**src/hdl/klrc_pkg.sv**
```systemverilog
// ----------------------------------------------------------------------------
// klrc_pkg
// Types and constants of the three-key long-press and auto-repeat controller.
// ----------------------------------------------------------------------------
package klrc_pkg;

  localparam int TIMER_W = 32;
  localparam int NKEYS   = 3;

  // Key slots, in update order
  localparam logic [1:0] KEY_DOWN  = 2'd0;
  localparam logic [1:0] KEY_UP    = 2'd1;
  localparam logic [1:0] KEY_POWER = 2'd2;

  // Configuration register indexes
  localparam logic [1:0] REG_LONGPRESS = 2'd0;
  localparam logic [1:0] REG_REPEAT    = 2'd1;
  localparam logic [1:0] REG_RELEASE   = 2'd2;

  localparam logic [TIMER_W-1:0] LONGPRESS_RST = 32'd500000000;
  localparam logic [TIMER_W-1:0] REPEAT_RST    = 32'd200000000;
  localparam logic [TIMER_W-1:0] RELEASE_RST   = 32'd10000000;

  typedef enum logic [2:0] {
    EV_DOWN  = 3'd0,
    EV_UP    = 3'd1,
    EV_ENTER = 3'd2,
    EV_S     = 3'd3,
    EV_E     = 3'd4,
    EV_SPACE = 3'd5
  } event_t;

  typedef enum logic [1:0] {
    PH_RELEASED = 2'd0,
    PH_PRESSED  = 2'd1,
    PH_PENDING  = 2'd2
  } phase_t;

  typedef enum logic [1:0] {
    SQ_IDLE = 2'd0,
    SQ_ADD  = 2'd1,
    SQ_EVAL = 2'd2,
    SQ_EMIT = 2'd3
  } seq_state_t;

  typedef enum logic {
    ALU_ADD = 1'b0,
    ALU_SUB = 1'b1
  } alu_op_t;

  typedef struct packed {
    logic [TIMER_W-1:0] value;
    logic               carry;
  } alu_res_t;

  typedef struct packed {
    logic [31:0] delta_ns;
    logic        vol_down_level;
    logic        vol_up_level;
    logic        power_level;
  } in_item_t;

  typedef struct packed {
    logic [2:0] event_code;
    logic       last_event;
  } out_item_t;

endpackage

```
**src/hdl/klrc_alu.sv**
```systemverilog
// ----------------------------------------------------------------------------
// klrc_alu
// Shared 32-bit adder: saturating timer add, or subtract for a >= compare.
// ----------------------------------------------------------------------------
module klrc_alu (
  input  klrc_pkg::alu_op_t            op,
  input  logic [klrc_pkg::TIMER_W-1:0] a,
  input  logic [klrc_pkg::TIMER_W-1:0] b,
  output klrc_pkg::alu_res_t           res
);
  import klrc_pkg::*;

  logic [TIMER_W:0]   sum;
  logic [TIMER_W-1:0] b_eff;
  logic               sub;

  // Invert and carry in for subtract; carry out then means a >= b
  assign sub   = (op == ALU_SUB);
  assign b_eff = sub ? ~b : b;
  assign sum   = {1'b0, a} + {1'b0, b_eff} + {{TIMER_W{1'b0}}, sub};

  // Saturate on add overflow
  assign res.value = (!sub && sum[TIMER_W]) ? {TIMER_W{1'b1}} : sum[TIMER_W-1:0];
  assign res.carry = sum[TIMER_W];

endmodule

```
**src/hdl/three_key_longpress_repeat_combo.sv**
```systemverilog
// ----------------------------------------------------------------------------
// three_key_longpress_repeat_combo
// Long-press, auto-repeat and power-combo controller for three keys.
// ----------------------------------------------------------------------------
// A poll is taken when in_valid is high and in_stall low. The keys are then
// updated one after another (volume down, volume up, power), each in an add
// state and an eval state through one shared 32-bit adder: a saturating timer
// add, then a compare against the threshold that the key's level and repeat
// state select. The events of the poll are collected and delivered after the
// third key, one per cycle while out_stall is low, the final one marked with
// last_event. in_stall goes high once a poll is accepted and stays high until
// the last event is taken, or until the third key is done if none fired.
// Configuration writes are always ready and take effect at once.
// ----------------------------------------------------------------------------
module three_key_longpress_repeat_combo (
  input  logic                 clk,
  input  logic                 rst,
  input  logic                 in_valid,
  output logic                 in_stall,
  input  klrc_pkg::in_item_t   in_data,
  output logic                 out_valid,
  input  logic                 out_stall,
  output klrc_pkg::out_item_t  out_data,
  input  logic                 cfg_valid,
  output logic                 cfg_ready,
  input  logic [1:0]           cfg_index,
  input  logic [31:0]          cfg_data
);
  import klrc_pkg::*;

  seq_state_t         state, state_next;
  logic [TIMER_W-1:0] longpress_ns, repeat_ns, release_ns;
  phase_t             phase [NKEYS];
  logic [TIMER_W-1:0] timer [NKEYS];
  logic [NKEYS-1:0]   repeat_active;
  logic [NKEYS-1:0]   longpress_done;
  logic [NKEYS-1:0]   key_held;
  in_item_t           item;
  logic [1:0]         key;
  logic [TIMER_W-1:0] t_sum;
  event_t             ev_buf [NKEYS];
  logic [1:0]         ev_cnt;
  logic [1:0]         emit_idx;

  logic [NKEYS-1:0]   levels;
  logic               pressed;
  logic               in_accept;
  logic               emit_last;
  alu_op_t            alu_op;
  logic [TIMER_W-1:0] alu_a, alu_b;
  alu_res_t           alu_res;
  logic               ge;

  // Per-key update results
  logic               ev_fire;
  event_t             ev_code;
  phase_t             ph_new;
  logic [TIMER_W-1:0] tm_new;
  logic               rep_new, lpd_new;

  assign levels    = {item.power_level, item.vol_up_level, item.vol_down_level};
  assign pressed   = !levels[key];
  assign in_stall  = (state != SQ_IDLE);
  assign in_accept = in_valid && !in_stall;
  assign cfg_ready = 1'b1;
  assign out_valid = (state == SQ_EMIT);
  assign emit_last = (emit_idx == ev_cnt - 2'd1);
  assign out_data.event_code = ev_buf[emit_idx];
  assign out_data.last_event = emit_last;

  // Feed the shared adder: timer add, then threshold compare
  always_comb begin
    if (state == SQ_ADD) begin
      alu_op = ALU_ADD;
      alu_a  = timer[key];
      alu_b  = item.delta_ns;
    end else begin
      alu_op = ALU_SUB;
      alu_a  = t_sum;
      if (!pressed) begin
        alu_b = release_ns;
      end else if (repeat_active[key]) begin
        alu_b = repeat_ns;
      end else begin
        alu_b = longpress_ns;
      end
    end
  end

  klrc_alu u_alu (
    .op  (alu_op),
    .a   (alu_a),
    .b   (alu_b),
    .res (alu_res)
  );

  assign ge = alu_res.carry;

  // Work out the key's next state and event from the compare
  always_comb begin
    ev_fire = 1'b0;
    ev_code = event_t'({1'b0, key});
    ph_new  = phase[key];
    tm_new  = t_sum;
    rep_new = repeat_active[key];
    lpd_new = longpress_done[key];
    unique case (phase[key])
      PH_RELEASED: begin
        if (pressed) begin
          tm_new = '0;
          ph_new = PH_PRESSED;
        end
      end
      PH_PRESSED: begin
        if (pressed) begin
          if (repeat_active[key]) begin
            if (ge) begin
              ev_fire = 1'b1;
              tm_new  = '0;
            end
          end else if (!longpress_done[key] && ge) begin
            lpd_new = 1'b1;
            if (key == KEY_POWER) begin
              ev_fire = 1'b1;
              if (key_held[KEY_DOWN]) begin
                ev_code = EV_S;
              end else if (key_held[KEY_UP]) begin
                ev_code = EV_E;
              end else begin
                ev_code = EV_SPACE;
              end
            end else if (!key_held[KEY_POWER]) begin
              ev_fire = 1'b1;
              tm_new  = '0;
              rep_new = 1'b1;
            end
          end
        end else begin
          if (!longpress_done[key]) begin
            ev_fire = 1'b1;
            ph_new  = PH_PENDING;
          end else if (ge) begin
            tm_new  = '0;
            rep_new = 1'b0;
            lpd_new = 1'b0;
            ph_new  = PH_RELEASED;
          end
        end
      end
      default: begin
        tm_new  = '0;
        rep_new = 1'b0;
        lpd_new = 1'b0;
        ph_new  = PH_RELEASED;
      end
    endcase
  end

  // Sequencer next state
  always_comb begin
    state_next = state;
    unique case (state)
      SQ_IDLE: begin
        if (in_accept) begin
          state_next = SQ_ADD;
        end
      end
      SQ_ADD: begin
        state_next = SQ_EVAL;
      end
      SQ_EVAL: begin
        if (key != KEY_POWER) begin
          state_next = SQ_ADD;
        end else if (ev_fire || ev_cnt != 2'd0) begin
          state_next = SQ_EMIT;
        end else begin
          state_next = SQ_IDLE;
        end
      end
      SQ_EMIT: begin
        if (!out_stall && emit_last) begin
          state_next = SQ_IDLE;
        end
      end
      default: begin
        state_next = SQ_IDLE;
      end
    endcase
  end

  always_ff @(posedge clk) begin
    if (rst) begin
      state <= SQ_IDLE;
    end else begin
      state <= state_next;
    end
  end

  // Hold configuration registers; ignore indexes past the list
  always_ff @(posedge clk) begin
    if (rst) begin
      longpress_ns <= LONGPRESS_RST;
      repeat_ns    <= REPEAT_RST;
      release_ns   <= RELEASE_RST;
    end else if (cfg_valid && cfg_ready) begin
      unique case (cfg_index)
        REG_LONGPRESS: longpress_ns <= cfg_data;
        REG_REPEAT:    repeat_ns    <= cfg_data;
        REG_RELEASE:   release_ns   <= cfg_data;
        default: ;
      endcase
    end
  end

  // Advance key state
  always_ff @(posedge clk) begin
    if (rst) begin
      for (int i = 0; i < NKEYS; i++) begin
        phase[i] <= PH_RELEASED;
        timer[i] <= '0;
      end
      repeat_active  <= '0;
      longpress_done <= '0;
      key_held       <= '0;
    end else if (state == SQ_ADD) begin
      key_held[key] <= pressed;
    end else if (state == SQ_EVAL) begin
      phase[key]          <= ph_new;
      timer[key]          <= tm_new;
      repeat_active[key]  <= rep_new;
      longpress_done[key] <= lpd_new;
    end
  end

  // Sequencer counters
  always_ff @(posedge clk) begin
    if (rst) begin
      key      <= KEY_DOWN;
      ev_cnt   <= 2'd0;
      emit_idx <= 2'd0;
    end else begin
      unique case (state)
        SQ_IDLE: begin
          key      <= KEY_DOWN;
          ev_cnt   <= 2'd0;
          emit_idx <= 2'd0;
        end
        SQ_EVAL: begin
          if (ev_fire) begin
            ev_cnt <= ev_cnt + 2'd1;
          end
          if (key != KEY_POWER) begin
            key <= key + 2'd1;
          end
        end
        SQ_EMIT: begin
          if (!out_stall && !emit_last) begin
            emit_idx <= emit_idx + 2'd1;
          end
        end
        default: ;
      endcase
    end
  end

  // Capture the poll, the timer sum and the events
  always_ff @(posedge clk) begin
    if (in_accept) begin
      item <= in_data;
    end
    if (state == SQ_ADD) begin
      t_sum <= alu_res.value;
    end
    if (state == SQ_EVAL && ev_fire) begin
      ev_buf[ev_cnt] <= ev_code;
    end
  end

endmodule

```
**config.mk**
```make
export PLATFORM = sky130hd
export DESIGN_NAME = three_key_longpress_repeat_combo
export DESIGN_NICKNAME = d
export VERILOG_FILES = /design/src/hdl/klrc_pkg.sv /design/src/hdl/klrc_alu.sv /design/src/hdl/three_key_longpress_repeat_combo.sv
export SDC_FILE = /design/constraint.sdc
export NUM_CORES = 1
export LEC_CHECK = 0
export ABC_AREA = 1
export BUFFER_PORTS_ARGS = -buffer_cell sky130_fd_sc_hd__buf_2
export CAP_MARGIN = 5
export CORE_UTILIZATION = 45
export DETAILED_ROUTE_END_ITERATION = 10
export HOLD_SLACK_MARGIN = 0.05
export PLACE_DENSITY_LB_ADDON = 0.2
export SETUP_SLACK_MARGIN = 0.02
export SLEW_MARGIN = 10
export SYNTH_ARGS = -nofsm -noshare
export SYNTH_HDL_FRONTEND = slang
export SYNTH_SLANG_ARGS = --single-unit
```
**constraint.sdc**
```tcl
create_clock -name clk -period 4.3 [get_ports clk]
set_input_delay 0.645 -clock clk [delete_from_list [all_inputs] [get_ports clk]]
set_output_delay 0.645 -clock clk [all_outputs]
set_load 0.1 [all_outputs]
```
* Word-level counts from Yosys, hierarchy flattened
Memory sizes are Yosys's and may differ from the RTL's. A register that Yosys moved wholly into a read port is not among the register bits. Cells that the tools add are included.
Cells by class: shift-type cells 0, reduce and logical (&&, ||, !) cells 30, multipliers 0, bitwise operators 2, order comparisons 2, divide/modulo/power cells 0, muxes and demuxes 90, equality and inequality tests 14, add/sub/neg operators 6
Operators by type and width (count):
- 2-to-1 mux 32 bit | 14
- one-hot mux 32 bit (2 select lines) | 1
- 2-to-1 mux 2 bit | 20
- 2-to-1 mux 1 bit | 35
- adder 32 x 32 -> 33 bit | 1
- adder 33 x 1 -> 33 bit | 1
- inverter 32 bit | 1
- OR reduction 32 bit | 1
- 2-to-1 mux 3 bit | 6
- one-hot mux 2 bit (2 select lines) | 4
- AND reduction 2 bit | 8
- bitwise mux 3 bit | 3
- == test 2 bit (second input constant) | 4
- one-hot mux 2 bit (4 select lines) | 1
- nonzero test 2 bit | 4
- logical AND 1 bit | 7
- adder 2 x 1 -> 2 bit (second input constant) | 3
- binary-select mux 1 bit (select 2 bit) | 3
- == test 2 x 1 -> 1 bit (second input constant) | 3
- zero test 2 bit | 3
- inequality test 2 x 1 -> 1 bit (second input constant) | 3
- inequality test 2 bit (second input constant) | 3
- zero test 1 bit | 5
- one-hot mux 1 bit (2 select lines) | 2
- other kinds (8) | 8
Word-level totals: bits of input ports 74, bits in writable memories 111, memory bits (read-only) 0, output and inout port bits 7, memories 3, logic and storage cells 162, bits in latches 0, bits in registers 180
Memories:
- timer | words 3, width 32, rd ports 1, clocked after memory_dff 1, write ports 3, line three_key_longpress_repeat_combo.sv:34 | logic [TIMER_W-1:0] timer [NKEYS];
- ev_buf | words 3, width 3, rd ports 1, clocked after memory_dff 1, write ports 1, line three_key_longpress_repeat_combo.sv:41 | event_t ev_buf [NKEYS];
- phase | words 3, width 2, rd ports 1, clocked after memory_dff 1, write ports 3, line three_key_longpress_repeat_combo.sv:33 | phase_t phase [NKEYS];

* Depth between registers and ports, before layout
depth in word-level cells 18, mapped depth 27, mapped depth without buffers 26

* Cells and area by module
Synthesis repeated with hierarchy kept, for this count alone.
Second synthesis, totals: cell total of the unflattened synthesis 2088, area total of the unflattened synthesis 16804.9 um^2
By module, submodules not included:
- three_key_longpress_repeat_combo | cells an instance 1553, times used 1, area each 14020.9 um^2, sequential area each 8708.4 um^2
- klrc_alu | cells an instance 535, times used 1, area each 2783.9 um^2, sequential area each 0.0 um^2

* Least setup slack after synthesis
OpenSTA, ideal clock, no wires.
kind flip-flop to flip-flop, from reg state[0], to reg t_sum[18], data pin, cell stages (with the launch flop) 18, path buffers 2, period minus slack after synthesis 4.068 ns, setup slack 0.232 ns, library setup time 0.264 ns, arrival time 3.804 ns, required time 4.036 ns, cells stage by stage dfxtp_1 inv_2 nor2_4 clkbuf_1 clkbuf_1 o2bb2ai_1 fa_1 nand2_1 nand2_1 and2_2 a31oi_1 o21ai_0 a21oi_1 inv_1 nand2_1 nand2_1 xnor2_1 nand2_1
On the way: word-level cells in the longest chain between the ends 7, elaborated cells on any way between the ends 9, those cells by class add/sub: 2; eq/ne: 1; mux: 4; bitwise: 1; reduce/logical: 1
Ends and longest elaborated chain:
- start: declaration | line three_key_longpress_repeat_combo.sv:31 | seq_state_t state, state_next;
- start signal: assignment | line three_key_longpress_repeat_combo.sv:195 | state <= state_next;
- == test 2 x 1 -> 1 bit (*) | line three_key_longpress_repeat_combo.sv:73 | if (state == SQ_ADD) begin
- 2-to-1 mux 32 bit | line three_key_longpress_repeat_combo.sv:73
- inverter 32 bit | line klrc_alu.sv:19 | assign b_eff = sub ? ~b : b;
- 2-to-1 mux 32 bit | line klrc_alu.sv:19
- adder 32 x 32 -> 33 bit | line klrc_alu.sv:20 | assign sum = {1'b0, a} + {1'b0, b_eff} + {{TIMER_W{1'b0}}, sub};
- adder 33 x 1 -> 33 bit | line klrc_alu.sv:20
- logical AND 1 bit | line klrc_alu.sv:23 | assign res.value = (!sub && sum[TIMER_W]) ? {TIMER_W{1'b1}} : sum[TIMER_W-1:0];
- end signal: assignment | line three_key_longpress_repeat_combo.sv:272 | t_sum <= alu_res.value;
- end: declaration | line three_key_longpress_repeat_combo.sv:40 | logic [TIMER_W-1:0] t_sum;
Mark *: on every way between the ends. The rest lies on a longest branch, timed or not. A chain may end at the register's enable or synchronous reset.

==> metrics <==
Post-Syn Instances ~2000; Die Area slightly below 40000 µm²; setup_tns 0 ns; I/O Buffers just under 80; Post-synth ARST share 0%; critical path required time approximately 4.6 ns; Initial DRC Count 1382; mean area per synthesized cell between 8 and 9 µm²; Adder-Cell Fraction of Synth Area under 10%; met2 Use GR 42.5%; most frequent cells in the layout 461 x nand2_1, 222 x a21oi_1, 220 x nor2_1; CP max-delay cell dfxtp_2; Clock Pin Slew Worst Setup and Hold Paths about 0.060 ns; WP buf/inv 7; hpwl dp 32700 µm; mapped cell area between 15000 and 20000 µm²; first-pass GRT wire length about 77000 µm; Root Buffer clkbuf_16; post-synth top area share roughly 38%; TritonCTS Buffers 36; vias in the first global route between 10000 and 15000; fill count approximately 3400; Num Clock Sinks between 300 and 400; Final Skew between 0.02 and 0.025 ns; power density over cell area 462 nW/µm²; row cnt 70; period utilization 93.3%; gr usage total 25.7%; later-pin clock latency in the skew report about 0.53 ns; LEAKAGE 7.92 nW; drt total wl ~49000 µm; #FFs+latches synth around 330; Post-DP Area approximately 18000 µm²; setup repair bufs after CTS 0; GRT busiest layer met2; final hold violation count 0; biggest area consumer among synthesized cells edfxtp_1; antenna violations before repair 0; largest family of logic cells by synthesized area simple AND/OR/NAND/NOR gates; Net count, final about 2200; Max IR drop VDD just over 0.4 mV; I/O pins just over 80; simple-gate share of the synthesized area between 20% and 30%; drt first pass iters 5; EDFF count, synth 212; Synth-to-Final Area Change 14.3%; Util after Layout between 50% and 60%; compound-cell area share of the yosys netlist 15.1%; Antenna Nets Post-Route 0; ys flop type edfxtp_1; share of post-route cells with drive strength above 1 14.4%; post-synthesis sequential area ratio between 50% and 60%; slowest stage delay, CP between 0.3 and 0.4 ns; cts repair resizes 0; clock buffer depth 3; tightest hold margin between 0.2 and 0.3 ns; kind of critical path flip-flop to flip-flop; WL/cell 19.0 µm; Post-Synth XOR/XNOR Area 0.826%; Die Y between 150 and 200 µm; DRC 0; Syn. warnings 0; mux cell area share after synthesis 0%; DR vias approximately 14000; commonest non-fill, non-tap cell in the layout nand2_1; unrepaired setup endpoints after global routing no; routability cong. 0.956; worst-path maximum fanout 11; core outline area between 30000 and 40000 µm²; worst-margin pin slew about 1.3 ns; critical path arrival approximately 4.3 ns; Final Max Slew Viols 0; crit start category flip-flop; min-delay worst type input pin to flip-flop; status complete, no violations; Distinct cells, synth between 50 and 60; family with the most delay on the worst path simple AND/OR/NAND/NOR gates; Area contributors post-synth edfxtp_1 38%, dfxtp_1 14%, nand2_1 10%; Die X slightly below 200 µm; n_diodes 0; # hold bufs at CTS 0; total of max-cap violations 0; CTS H-Tree Depth 2; Mapped Nets roughly 2100; relative slew slack between 10% and 20%; minimum clock period approximately 4 ns; Final Setup Violations 0; total grt overflow 0; CTS tree yes; routed vias/inst roughly 5.5; Setup crit end kind flip-flop; GR Util met3 under 10%; f_max about 250 MHz; grt met1 use about 34%; largest net degree at the start of global routing 50; Starting Density 46.0%; Design Area, Final ~19000 µm²
[report_power, final]
group | total, mW | internal (mW) | switching, mW | leakage [nW]
Sequential | 3.73 | 3.61 | 0.119 | 3.03
Combinational | 2.29 | 0.772 | 1.51 | 4.34
Clock | 2.93 | 1.68 | 1.25 | 0.544
[logic make-up (layout without fill, tap and decap cells)]
logic type | Yosys count | count (layout)
AO/OA/AOI/OAI | 481 | 481
XOR/XNOR | 16 | 16
adder cells (fa/ha/maj) | 39 | 39
buffers and inverters | 237 | 347
flip-flops | 329 | 329
other | 1 | 1
AND/OR/NAND/NOR | 858 | 858
[synthesized netlist by cell type (all sizes together) (2+ instances only)]
cell type,count
buf,24
clkbuf,79
a211oi,2
o21ai,200
nand2,486
edfxtp,212
nand3,87
inv,133
a32oi,2
dfxtp,117
xnor2,11
nor2,229
o2bb2ai,7
a31oi,4
or2,6
nor3,8
and3,3
xor2,5
o21a,3
a21o,2
a22oi,2
ha,38
nand4,35
o22ai,28
o21bai,2
a21oi,225
[flip-flops by register name, indices dropped and copies added, names as in the netlist, named ones only]
| register | count |
|---|---|
| longpress_done | 3 |
| key_held | 3 |
| t_sum | 32 |
| ev_cnt | 2 |
| key | 2 |
| item | 35 |
| timer | 128 |
| repeat_active | 3 |
| ev_buf | 9 |
| emit_idx | 2 |
| repeat_ns | 32 |
| phase | 8 |
| release_ns | 32 |
| state | 2 |
| longpress_ns | 32 |
[per-stage QoR]
step	setup slack, ns	power (mW)	cells
final	0.290	8.95	2575
after global routing	0.0281	9.35	2575
after CTS	0.0915	8.95	2575
after detailed placement	0.132	6.04	2512
after global placement	0.122	6.01	2512
after floorplan	0.232	5.28	1961
[worst register-to-register path: stages, from the launching register on]
cell and delay (ns):
dfxtp_2 0.38, inv_2 0.10, nand2_2 0.09, inv_1 0.04, nand2_1 0.11, nand2_2 0.10
inv_2 0.18, buf_4 0.23, nor2_1 0.06, o21ai_1 0.19, nand2_1 0.10, ha_1 0.33
buf_4 0.16, nand2_1 0.06, nand2_1 0.06, a21oi_1 0.23, nand2_2 0.12, a21oi_4 0.24
nand2_4 0.12, nand2_4 0.08, inv_4 0.04, nand2_4 0.05, nand2_4 0.05, nand3_4 0.16
buf_12 0.22, nand4_4 0.11, a21oi_1 0.19
[path summary, 6_finish.rpt]
path	from	end	slack, ns	cells past startpoint
worst min register to register	longpress_ns[10]	longpress_ns[10]	0.45	2
worst max register to register	key[0]	timer[0][7]	0.29	26
worst max-delay path	key[0]	timer[0][7]	0.29	26
worst min-delay path	in_data[12]	item[12]	0.29	1
[per-layer routing]
metal	share of wire, %	vias to the layer above	routed length (µm)
met5	0	-	0
met4	2.8	0	1350
met3	6.5	78	3170
met2	47	489	23100
met1	44	6718	21400
li1	-	6857	-
[layout make-up]
| type | count | area (µm²) | area share (%) |
|---|---|---|---|
| sequential | 329 | 8710 | 44.9 |
| timing repair buffer | 150 | 1140 | 5.89 |
| clock inverter | 14 | 103 | 0.529 |
| tap | 504 | 631 | 3.25 |
| clock buffer | 49 | 991 | 5.11 |
| multi-input combinational | 1395 | 7300 | 37.7 |
| inverter | 134 | 508 | 2.62 |
Note: power is estimated with default switching activity, not from simulation.
